==> config.mk <==
export PLATFORM = sky130hd
export DESIGN_NAME = edf_task_scheduler
export DESIGN_NICKNAME = d
export VERILOG_FILES = /design/src/rtl/edf_pkg.sv /design/src/rtl/edf_task_scheduler.sv
export SDC_FILE = /design/constraint.sdc
export NUM_CORES = 2
export LEC_CHECK = 0
export BUFFER_PORTS_ARGS = -buffer_cell sky130_fd_sc_hd__buf_2
export CORE_MARGIN = 2
export CORE_UTILIZATION = 55
export DETAILED_ROUTE_END_ITERATION = 16
export PLACE_DENSITY = 0.7
export SLEW_MARGIN = 20
export SYNTH_ARGS = -nofsm -noshare
export SYNTH_HDL_FRONTEND = slang
export SYNTH_SLANG_ARGS = --single-unit
==> constraint.sdc <==
create_clock -name clk -period 8.88 [get_ports clk]
set_input_delay 0.444 -clock clk [delete_from_list [all_inputs] [get_ports clk]]
set_output_delay 0.444 -clock clk [all_outputs]
set_load 0.01 [all_outputs]
==> src/rtl/edf_pkg.sv <==
// Package for the earliest-deadline-first task scheduler.
// Holds field widths, default parameter values and operation and record codes.
// No dependencies.
package edf_pkg;

  localparam int DEF_TABLE_SLOTS = 16;
  localparam int DEF_TIME_BITS   = 16;

  localparam int ID_BITS       = 8;
  localparam int SVC_BITS      = 16;
  localparam int DL_BITS       = 16;
  localparam int OUT_TIME_BITS = 16;

  localparam logic OP_ARRIVAL = 1'b0;
  localparam logic OP_TICK    = 1'b1;

  localparam logic KIND_DONE   = 1'b0;
  localparam logic KIND_REJECT = 1'b1;

endpackage

==> src/rtl/edf_task_scheduler.sv <==
// Top level of the earliest-deadline-first task scheduler.
// Keeps the task table in one synchronous memory and valid bits in flip-flops.
// Depends on edf_pkg.
//
// Usage:
// The input channel (in_valid, in_stall) carries one transaction per item:
// an arrival (operation = OP_ARRIVAL) with task_id, service_time and
// relative_deadline, or a tick (operation = OP_TICK). The output channel
// (out_valid, out_stall) carries completion records and rejections.
// An arrival writes a free slot in the arrival step or, with the table full,
// loads a rejection into the output register. A tick reads one table slot per
// cycle through the single memory read port in the scan, then a completion
// record for a finished task is loaded in the finish step. One item is
// processed at a time; in_stall is high while an item is in progress.
// A result waits in the output register while out_stall is high. The next
// item is still accepted; only an item that must emit a result of its own
// holds in its last step until the output register is free.
// Reset empties the table and clears the time; no clearing pass is needed.
module edf_task_scheduler #(
  parameter int TABLE_SLOTS = edf_pkg::DEF_TABLE_SLOTS,
  parameter int TIME_BITS   = edf_pkg::DEF_TIME_BITS
) (
  input  logic                               clk,
  input  logic                               rst,
  input  logic                               in_valid,
  output logic                               in_stall,
  input  logic                               operation,
  input  logic [edf_pkg::ID_BITS-1:0]        task_id,
  input  logic [edf_pkg::SVC_BITS-1:0]       service_time,
  input  logic [edf_pkg::DL_BITS-1:0]        relative_deadline,
  output logic                               out_valid,
  input  logic                               out_stall,
  output logic                               record_kind,
  output logic [edf_pkg::ID_BITS-1:0]        done_id,
  output logic [edf_pkg::OUT_TIME_BITS-1:0]  wait_time,
  output logic [edf_pkg::OUT_TIME_BITS-1:0]  turnaround_time,
  output logic                               deadline_met
);

  localparam int SLOT_BITS = $clog2(TABLE_SLOTS);
  localparam int EXT_BITS  = (TIME_BITS > edf_pkg::OUT_TIME_BITS) ?
                             TIME_BITS : edf_pkg::OUT_TIME_BITS;
  localparam int ABS_BITS  = EXT_BITS + 1;

  localparam logic [2:0] ST_IDLE     = 3'd0;
  localparam logic [2:0] ST_ARRIVE   = 3'd1;
  localparam logic [2:0] ST_SCAN     = 3'd2;
  localparam logic [2:0] ST_SCAN_END = 3'd3;
  localparam logic [2:0] ST_FINISH   = 3'd4;

  typedef struct packed {
    logic [edf_pkg::ID_BITS-1:0]  task_id;
    logic [TIME_BITS-1:0]         arrival;
    logic [ABS_BITS-1:0]          abs_deadline;
    logic [edf_pkg::DL_BITS-1:0]  rel_deadline;
    logic [edf_pkg::SVC_BITS-1:0] remaining;
    logic [TIME_BITS-1:0]         start;
    logic                         started;
  } slot_rec_t;

  slot_rec_t mem [TABLE_SLOTS];

  logic [2:0]                   state;
  logic [TABLE_SLOTS-1:0]       slot_valid;
  logic [TIME_BITS-1:0]         cur_time;
  logic [SLOT_BITS-1:0]         scan_idx;
  logic [SLOT_BITS-1:0]         rd_idx;
  logic                         rd_pending;
  slot_rec_t                    rd_data;
  slot_rec_t                    best;
  logic [SLOT_BITS-1:0]         best_idx;
  logic                         best_found;

  logic [edf_pkg::ID_BITS-1:0]  id_q;
  logic [edf_pkg::SVC_BITS-1:0] svc_q;
  logic [edf_pkg::DL_BITS-1:0]  rel_q;

  logic                         in_accept;
  logic                         out_free;
  logic                         res_load;
  logic                         any_free;
  logic [SLOT_BITS-1:0]         free_idx;
  logic                         mem_we;
  logic [SLOT_BITS-1:0]         mem_waddr;
  slot_rec_t                    mem_wdata;
  slot_rec_t                    arr_rec;
  slot_rec_t                    upd_rec;
  logic [TIME_BITS-1:0]         cur_plus;
  logic [TIME_BITS-1:0]         fin_start;
  logic                         fin_done;
  logic [TIME_BITS-1:0]         wait_t;
  logic [TIME_BITS-1:0]         turn_t;
  logic [EXT_BITS-1:0]          wait_ext;
  logic [EXT_BITS-1:0]          turn_ext;
  logic                         cand_better;

  assign in_stall  = (state != ST_IDLE);
  assign in_accept = in_valid && !in_stall;
  assign out_free  = !out_valid || !out_stall;
  assign res_load  = out_free && ((state == ST_ARRIVE && !any_free) ||
                                  (state == ST_FINISH && best_found && fin_done));

  always_comb begin
    any_free = 1'b0;
    free_idx = '0;
    for (int i = TABLE_SLOTS - 1; i >= 0; i--) begin
      if (!slot_valid[i]) begin
        any_free = 1'b1;
        free_idx = SLOT_BITS'(i);
      end
    end
  end

  always_comb begin
    arr_rec              = '0;
    arr_rec.task_id      = id_q;
    arr_rec.arrival      = cur_time;
    arr_rec.abs_deadline = ABS_BITS'(cur_time) + ABS_BITS'(rel_q);
    arr_rec.rel_deadline = rel_q;
    arr_rec.remaining    = (svc_q == '0) ? edf_pkg::SVC_BITS'(1) : svc_q;
    arr_rec.start        = '0;
    arr_rec.started      = 1'b0;
  end

  assign cur_plus  = cur_time + TIME_BITS'(1);
  assign fin_start = best.started ? best.start : cur_time;
  assign fin_done  = (best.remaining <= edf_pkg::SVC_BITS'(1));
  assign wait_t    = fin_start - best.arrival;
  assign turn_t    = cur_plus - best.arrival;
  assign wait_ext  = EXT_BITS'(wait_t);
  assign turn_ext  = EXT_BITS'(turn_t);

  always_comb begin
    upd_rec           = best;
    upd_rec.started   = 1'b1;
    upd_rec.start     = fin_start;
    upd_rec.remaining = best.remaining - edf_pkg::SVC_BITS'(1);
  end

  always_comb begin
    mem_we    = 1'b0;
    mem_waddr = free_idx;
    mem_wdata = arr_rec;
    if (state == ST_ARRIVE && any_free) begin
      mem_we = 1'b1;
    end else if (state == ST_FINISH && best_found && !fin_done) begin
      mem_we    = 1'b1;
      mem_waddr = best_idx;
      mem_wdata = upd_rec;
    end
  end

  assign cand_better = rd_pending && slot_valid[rd_idx] &&
                       (!best_found || (rd_data.abs_deadline < best.abs_deadline));

  // Writes happen only in the arrival and finish steps and reads only during
  // the scan, so the same entry is never read and written in overlapping cycles.
  always_ff @(posedge clk) begin
    if (mem_we) begin
      mem[mem_waddr] <= mem_wdata;
    end
  end

  always_ff @(posedge clk) begin
    if (state == ST_SCAN) begin
      rd_data <= mem[scan_idx];
    end
  end

  always_ff @(posedge clk) begin
    if (in_accept) begin
      id_q  <= task_id;
      svc_q <= service_time;
      rel_q <= relative_deadline;
    end
    if (state == ST_SCAN) begin
      rd_idx <= scan_idx;
    end
    if (cand_better) begin
      best     <= rd_data;
      best_idx <= rd_idx;
    end
  end

  always_ff @(posedge clk) begin
    if (rst) begin
      state      <= ST_IDLE;
      slot_valid <= '0;
      cur_time   <= '0;
      scan_idx   <= '0;
      rd_pending <= 1'b0;
      best_found <= 1'b0;
      out_valid  <= 1'b0;
    end else begin
      if (res_load) begin
        out_valid <= 1'b1;
      end else if (out_valid && !out_stall) begin
        out_valid <= 1'b0;
      end
      rd_pending <= (state == ST_SCAN);
      if (cand_better) begin
        best_found <= 1'b1;
      end
      unique case (state)
        ST_IDLE: begin
          if (in_accept) begin
            if (operation == edf_pkg::OP_ARRIVAL) begin
              state <= ST_ARRIVE;
            end else begin
              state      <= ST_SCAN;
              scan_idx   <= '0;
              best_found <= 1'b0;
            end
          end
        end
        ST_ARRIVE: begin
          if (any_free) begin
            slot_valid[free_idx] <= 1'b1;
            state                <= ST_IDLE;
          end else if (out_free) begin
            record_kind     <= edf_pkg::KIND_REJECT;
            done_id         <= id_q;
            wait_time       <= '0;
            turnaround_time <= '0;
            deadline_met    <= 1'b0;
            state           <= ST_IDLE;
          end
        end
        ST_SCAN: begin
          scan_idx <= scan_idx + SLOT_BITS'(1);
          if (scan_idx == SLOT_BITS'(TABLE_SLOTS - 1)) begin
            state <= ST_SCAN_END;
          end
        end
        ST_SCAN_END: begin
          state <= ST_FINISH;
        end
        ST_FINISH: begin
          if (!best_found || !fin_done) begin
            cur_time <= cur_plus;
            state    <= ST_IDLE;
          end else if (out_free) begin
            cur_time             <= cur_plus;
            slot_valid[best_idx] <= 1'b0;
            record_kind          <= edf_pkg::KIND_DONE;
            done_id              <= best.task_id;
            wait_time            <= wait_ext[edf_pkg::OUT_TIME_BITS-1:0];
            turnaround_time      <= turn_ext[edf_pkg::OUT_TIME_BITS-1:0];
            deadline_met         <= (turn_ext <= EXT_BITS'(best.rel_deadline));
            state                <= ST_IDLE;
          end
        end
        default: begin
          state <= ST_IDLE;
        end
      endcase
    end
  end

  a_accept_leaves_idle: assert property (@(posedge clk) disable iff (rst)
    in_accept |=> (state != ST_IDLE))
    else $error("Accepted transaction did not start processing.");

  a_result_source: assert property (@(posedge clk) disable iff (rst)
    $rose(out_valid) |-> $past(state == ST_ARRIVE || state == ST_FINISH))
    else $error("Result appeared outside the arrival or finish step.");

  a_no_write_in_scan: assert property (@(posedge clk) disable iff (rst)
    (state == ST_SCAN || state == ST_SCAN_END) |-> !mem_we)
    else $error("Table write during a deadline scan.");

  a_time_holds_in_scan: assert property (@(posedge clk) disable iff (rst)
    (state == ST_SCAN) |=> $stable(cur_time))
    else $error("Current time changed during a deadline scan.");

endmodule

==> metrics.log <==
INFO  metric critPathArrivalTime = roughly 5.0 ns
INFO  metric syn_nets = approximately 3500
INFO  metric rrSetupSlack = 4.30 ns
INFO  metric gpl.final_weighted_congestion = around 0.87
INFO  metric crit_path_frequent_cell = sky130_fd_sc_hd__buf_4
INFO  metric dr_vias_cell = 6.38
INFO  metric main_combinational_cell_family_by_area_after_synthesis = multiplexers
INFO  metric post-synth-top-area-cell = sky130_fd_sc_hd__edfxtp_1
INFO  metric global_route_wire_length_before_repair = roughly 240000 um
INFO  metric dieArea = between 100000 and 150000 sq um
INFO  metric fin_crit = ~4.6 ns
INFO  metric slew_headroom = between 20% and 30%
INFO  metric result_of_the_run = completed
INFO  metric timing.critical_path.to_type = flip-flop
INFO  metric nNetsFinal = between 3000 and 4000
INFO  metric path_max_fanout = 46
INFO  metric timing.max_cap.violations = 0
INFO  metric cts_tree = built
INFO  metric via_count = roughly 34000
INFO  metric row_count = 130
INFO  metric biggestRegsByFlops = mem x1440, best x90, rd_data x90
INFO  metric global_route.overflow_total = 0
INFO  metric multi_input_area = 16300 sq um
INFO  metric final-max-slew-violation-count = 0
INFO  metric min_delay_path_depth = 3
INFO  metric detail_route.drc_violations = 0
INFO  metric predominant_post_synthesis_flop_cell = sky130_fd_sc_hd__edfxtp_1
INFO  metric floorplan.io_pins = 89
INFO  metric simple_gate_share_of_the_synthesized_area = 3.35%
INFO  metric yosysSeqAreaShare = between 70% and 80%
INFO  metric die_height = ~360 um
INFO  metric nFillCells = 8473
INFO  metric clock_tree.root_cell = sky130_fd_sc_hd__clkbuf_16
INFO  metric worst-slew-pin-transition = 1.19 ns
INFO  metric setup_repair_after_global_routing_missed_its_margin = no
INFO  metric largest_register_ff_count = around 1400
INFO  metric worstSkewPairLatency = approximately 0.80 ns
INFO  metric synthesis.yosys.warnings = 0
INFO  metric synthToLayoutAreaGrowth = 12.4%
INFO  metric timing.final.hold_violations = 0
INFO  metric ctsLongestPathBuffers = 3
INFO  metric totalPowerFinal = between 15 and 20 mW
INFO  metric finalSetupTns = 0 ns
INFO  metric syn_area = between 60000 and 70000 sq um
INFO  metric asyncSetResetFlopFracSynth = 0%
INFO  metric max-vdd-ir-drop = between 0.2 and 0.3 mV
INFO  metric wire_per_inst = ~30 um
INFO  metric initial_util = between 50% and 60%
INFO  metric netlist.area_leader.share = roughly three quarters
INFO  metric drt.antenna.violating_nets = 0
INFO  metric grt_use_total = 25.2%
INFO  metric worst_clock_skew = 0.0342 ns
INFO  metric rr_startpoint = state[2]$_SDFFE_PP0P_
INFO  metric post_synth.cell_area_avg = 20.7 sq um
INFO  metric cts.sinks = roughly 1800
INFO  metric detailedRoute.firstIterationViolations = 3931
INFO  metric design.core.area = 125000 sq um
INFO  metric synth_area_leaders = sky130_fd_sc_hd__edfxtp_1 74%, sky130_fd_sc_hd__mux4_2 15%, sky130_fd_sc_hd__ha_1 1.5%, sky130_fd_sc_hd__dfxtp_1 1.2%, sky130_fd_sc_hd__nand2_1 0.94%
INFO  metric hold_slack = a little over 0.06 ns
INFO  metric first_global_vias = 34800
INFO  metric worst_hold_startpoint = out_stall
INFO  metric power.density = around 210 nW/um^2
INFO  metric min_to = state[2]$_SDFFE_PP0P_
INFO  metric syn-instance-count = approximately 3300
INFO  metric post_cts_resized = 0
INFO  metric worst_hold_path_type = in2reg
INFO  metric clkTransAtPathRegs = around 0.06 ns
INFO  metric cts_buffers = around 170
INFO  metric registers.top_by_ff_count = mem
INFO  metric p_leak = 25.0 nW
INFO  metric critPathSlowestCell = sky130_fd_sc_hd__nor2_4
INFO  metric wirelength = around 160000 um
INFO  metric clock.fmax = 219 MHz
INFO  metric final_layout_size_suffix_gt1_share = approximately a quarter
INFO  metric worst-endpoint-required = around 9.3 ns
INFO  metric synth-edff-count = approximately 1700
INFO  metric path_delay_family = buffers and inverters
INFO  metric grt_max_degree = approximately 150
INFO  metric drt_pass1_iterations = 5
INFO  metric h-tree-depth = 4
INFO  metric number_of_failing_setup_endpoints_in_the_final_timing_report = 0
INFO  metric post-dp-hpwl = ~89000 um
INFO  metric reg2reg_depth = 8
INFO  metric post_synth_mux_area_share = between 15 and 20%
INFO  metric post_synthesis_cell_type_count = 72
INFO  metric timing.critical_path.cells = nor3b_4 -> buf_4 -> nand2_1 -> o21bai_4 -> inv_2 -> a32oi_1 -> nor2_4 -> buf_4
INFO  metric cp-start-kind = flip-flop
INFO  metric critical_path.max_stage_delay = 0.80 ns
INFO  metric seqCellArea = between 50000 and 60000 sq um
INFO  metric ys_ff_latch = 1752
INFO  metric finalCritPeriodShare = 51.5%
INFO  metric regToRegEndpoint = mem[15][51]$_DFFE_PP_
INFO  metric portBuffers = 88
INFO  metric synth-compound-area-share = 2.34%
INFO  metric timing.critical_path.buf_inv = 3
INFO  metric critical_path_class = reg2reg
INFO  metric synth_xor_xnor_area_share = less than 1%
INFO  metric post_synth_fa_ha_maj_area_fraction = 1.59%
INFO  metric die_x = approximately 360 um
INFO  metric number_of_antenna_violations_at_the_first_check_in_global_routing = 2
[power by group]
group	total (mW)	internal, mW	switching [mW]
clock	6.89	3.83	3.06
sequential	9.20	9.15	0.0569
combinational	0.625	0.282	0.343
total	16.7	13.3	3.46
[per-layer routing]
| metal | share of wire (%) | vias up | track usage [%] |
|---|---|---|---|
| li1 | - | 14300 | - |
| met3 | 7.8 | 252 | 3.96 |
| met5 | 0 | - | 0 |
| met2 | 49 | 1600 | 40.1 |
| met4 | 2.6 | 0 | 7.67 |
| met1 | 41 | 18200 | 36.6 |
[cells in the mapped netlist (all sizes together) (3+ instances only)]
| master | instances |
|---|---|
| inv | 71 |
| a21o | 16 |
| xnor2 | 44 |
| o21ai | 106 |
| dfxtp | 42 |
| and2 | 31 |
| o32ai | 8 |
| ha | 83 |
| and4 | 9 |
| o211a | 3 |
| mux2i | 8 |
| nand4 | 16 |
| nor2b | 18 |
| and3 | 5 |
| xor2 | 28 |
| or2 | 3 |
| mux2 | 13 |
| clkbuf | 77 |
| edfxtp | 1710 |
| a2111oi | 5 |
| nand3 | 29 |
| nand2 | 174 |
| nand2b | 18 |
| or4 | 5 |
| o21bai | 6 |
| buf | 73 |
| nor4 | 16 |
| o31ai | 5 |
| a21oi | 62 |
| a211oi | 9 |
| nor3 | 28 |
| o21a | 11 |
| or3 | 8 |
| a31oi | 12 |
| nor2 | 95 |
| nor3b | 7 |
| nand3b | 6 |
| fa | 3 |
| mux4 | 454 |
[worst reg2reg max path, cell delays in order, from the launching register on]
cell                       delay, ns
sky130_fd_sc_hd__dfxtp_1        0.44
sky130_fd_sc_hd__nor3b_4        0.22
sky130_fd_sc_hd__buf_4          0.49
sky130_fd_sc_hd__nand2_1        0.23
sky130_fd_sc_hd__o21bai_4       0.23
sky130_fd_sc_hd__inv_2          0.49
sky130_fd_sc_hd__a32oi_1        0.49
sky130_fd_sc_hd__nor2_4         0.80
sky130_fd_sc_hd__buf_4          0.76
[per-stage QoR]
step	cell area, sq um	setup slack [ns]	util [%]	cells
after floorplan	69300	2.24	-	3342
after global placement	72000	4.38	57.5	5016
after detailed placement	72000	4.39	57.5	5016
after CTS	77800	4.36	62.1	5371
after global routing	77800	4.03	62.2	5374
final	77800	4.30	62.2	5375
[worst max path at each step]
stage	start	endpoint	depth (start not counted)
after detailed placement	state[2]$_SDFFE_PP0P_	mem[14][53]$_DFFE_PP_	8
after global placement	cur_time[0]$_SDFFE_PP0P_	deadline_met$_SDFFCE_PN0P_	16
after floorplan	rd_idx[0]$_DFFE_PP_	best[0]$_DFFE_PP_	5
final	state[2]$_SDFFE_PP0P_	mem[15][51]$_DFFE_PP_	8
after CTS	state[2]$_SDFFE_PP0P_	mem[15][51]$_DFFE_PP_	8
after global routing	cur_time[0]$_SDFFE_PP0P_	deadline_met$_SDFFCE_PN0P_	17
[cells by family after synthesis]
kind of cell | Yosys count
compound gates | 265
simple gates | 470
flops | 1752
xor+xnor | 72
buf+inv | 222
fa+ha+maj | 86
mux | 475
[cells in the final DEF (no fill, tap or decap), types with 6 or more instances in the layout]
master	synthesis	layout
sky130_fd_sc_hd__a211oi_1	9	9
sky130_fd_sc_hd__a21o_1	16	16
sky130_fd_sc_hd__a21oi_1	62	57
sky130_fd_sc_hd__a31oi_1	12	9
sky130_fd_sc_hd__and2_1	31	31
sky130_fd_sc_hd__and4_1	9	9
sky130_fd_sc_hd__buf_12	0	6
sky130_fd_sc_hd__buf_2	49	88
sky130_fd_sc_hd__buf_4	1	81
sky130_fd_sc_hd__bufinv_16	0	7
sky130_fd_sc_hd__clkbuf_1	76	35
sky130_fd_sc_hd__clkbuf_16	0	174
sky130_fd_sc_hd__clkinv_1	1	41
sky130_fd_sc_hd__clkinv_2	0	34
sky130_fd_sc_hd__clkinv_8	0	7
sky130_fd_sc_hd__dfxtp_1	42	38
sky130_fd_sc_hd__dlygate4sd3_1	0	42
sky130_fd_sc_hd__edfxtp_1	1710	1710
sky130_fd_sc_hd__ha_1	83	83
sky130_fd_sc_hd__inv_1	70	69
sky130_fd_sc_hd__mux2_2	13	13
sky130_fd_sc_hd__mux2i_1	8	8
sky130_fd_sc_hd__mux4_2	454	454
sky130_fd_sc_hd__nand2_1	174	174
sky130_fd_sc_hd__nand2b_1	18	18
sky130_fd_sc_hd__nand3_1	28	28
sky130_fd_sc_hd__nand3b_1	6	6
sky130_fd_sc_hd__nand4_1	16	16
sky130_fd_sc_hd__nor2_1	95	76
sky130_fd_sc_hd__nor2_4	0	17
sky130_fd_sc_hd__nor2b_1	18	18
sky130_fd_sc_hd__nor3_1	27	27
sky130_fd_sc_hd__nor4_1	13	13
sky130_fd_sc_hd__o21a_1	11	11
sky130_fd_sc_hd__o21ai_0	103	85
sky130_fd_sc_hd__o21ai_1	3	18
sky130_fd_sc_hd__o32ai_1	8	8
sky130_fd_sc_hd__or3_1	7	7
sky130_fd_sc_hd__xnor2_1	44	44
sky130_fd_sc_hd__xor2_1	28	28
[what timing repair did]
item,in CTS,in global routing
hold buffers,42,0
endpoints found under the setup margin,0,0
endpoints found under the hold margin,41,0
buffers inserted,0,0
[final cells by class]
| type | instances | area share [%] |
|---|---|---|
| antenna | 1 | 0.00321 |
| inverter | 72 | 0.350 |
| timing repair buffer | 219 | 2.09 |
| multi-input combinational | 1368 | 21.0 |
| clock buffer | 209 | 5.76 |
| clock inverter | 104 | 1.13 |
| tap | 1650 | 2.65 |
| sequential | 1752 | 67.1 |
No activity file was read; power rests on OpenSTA's default activity.
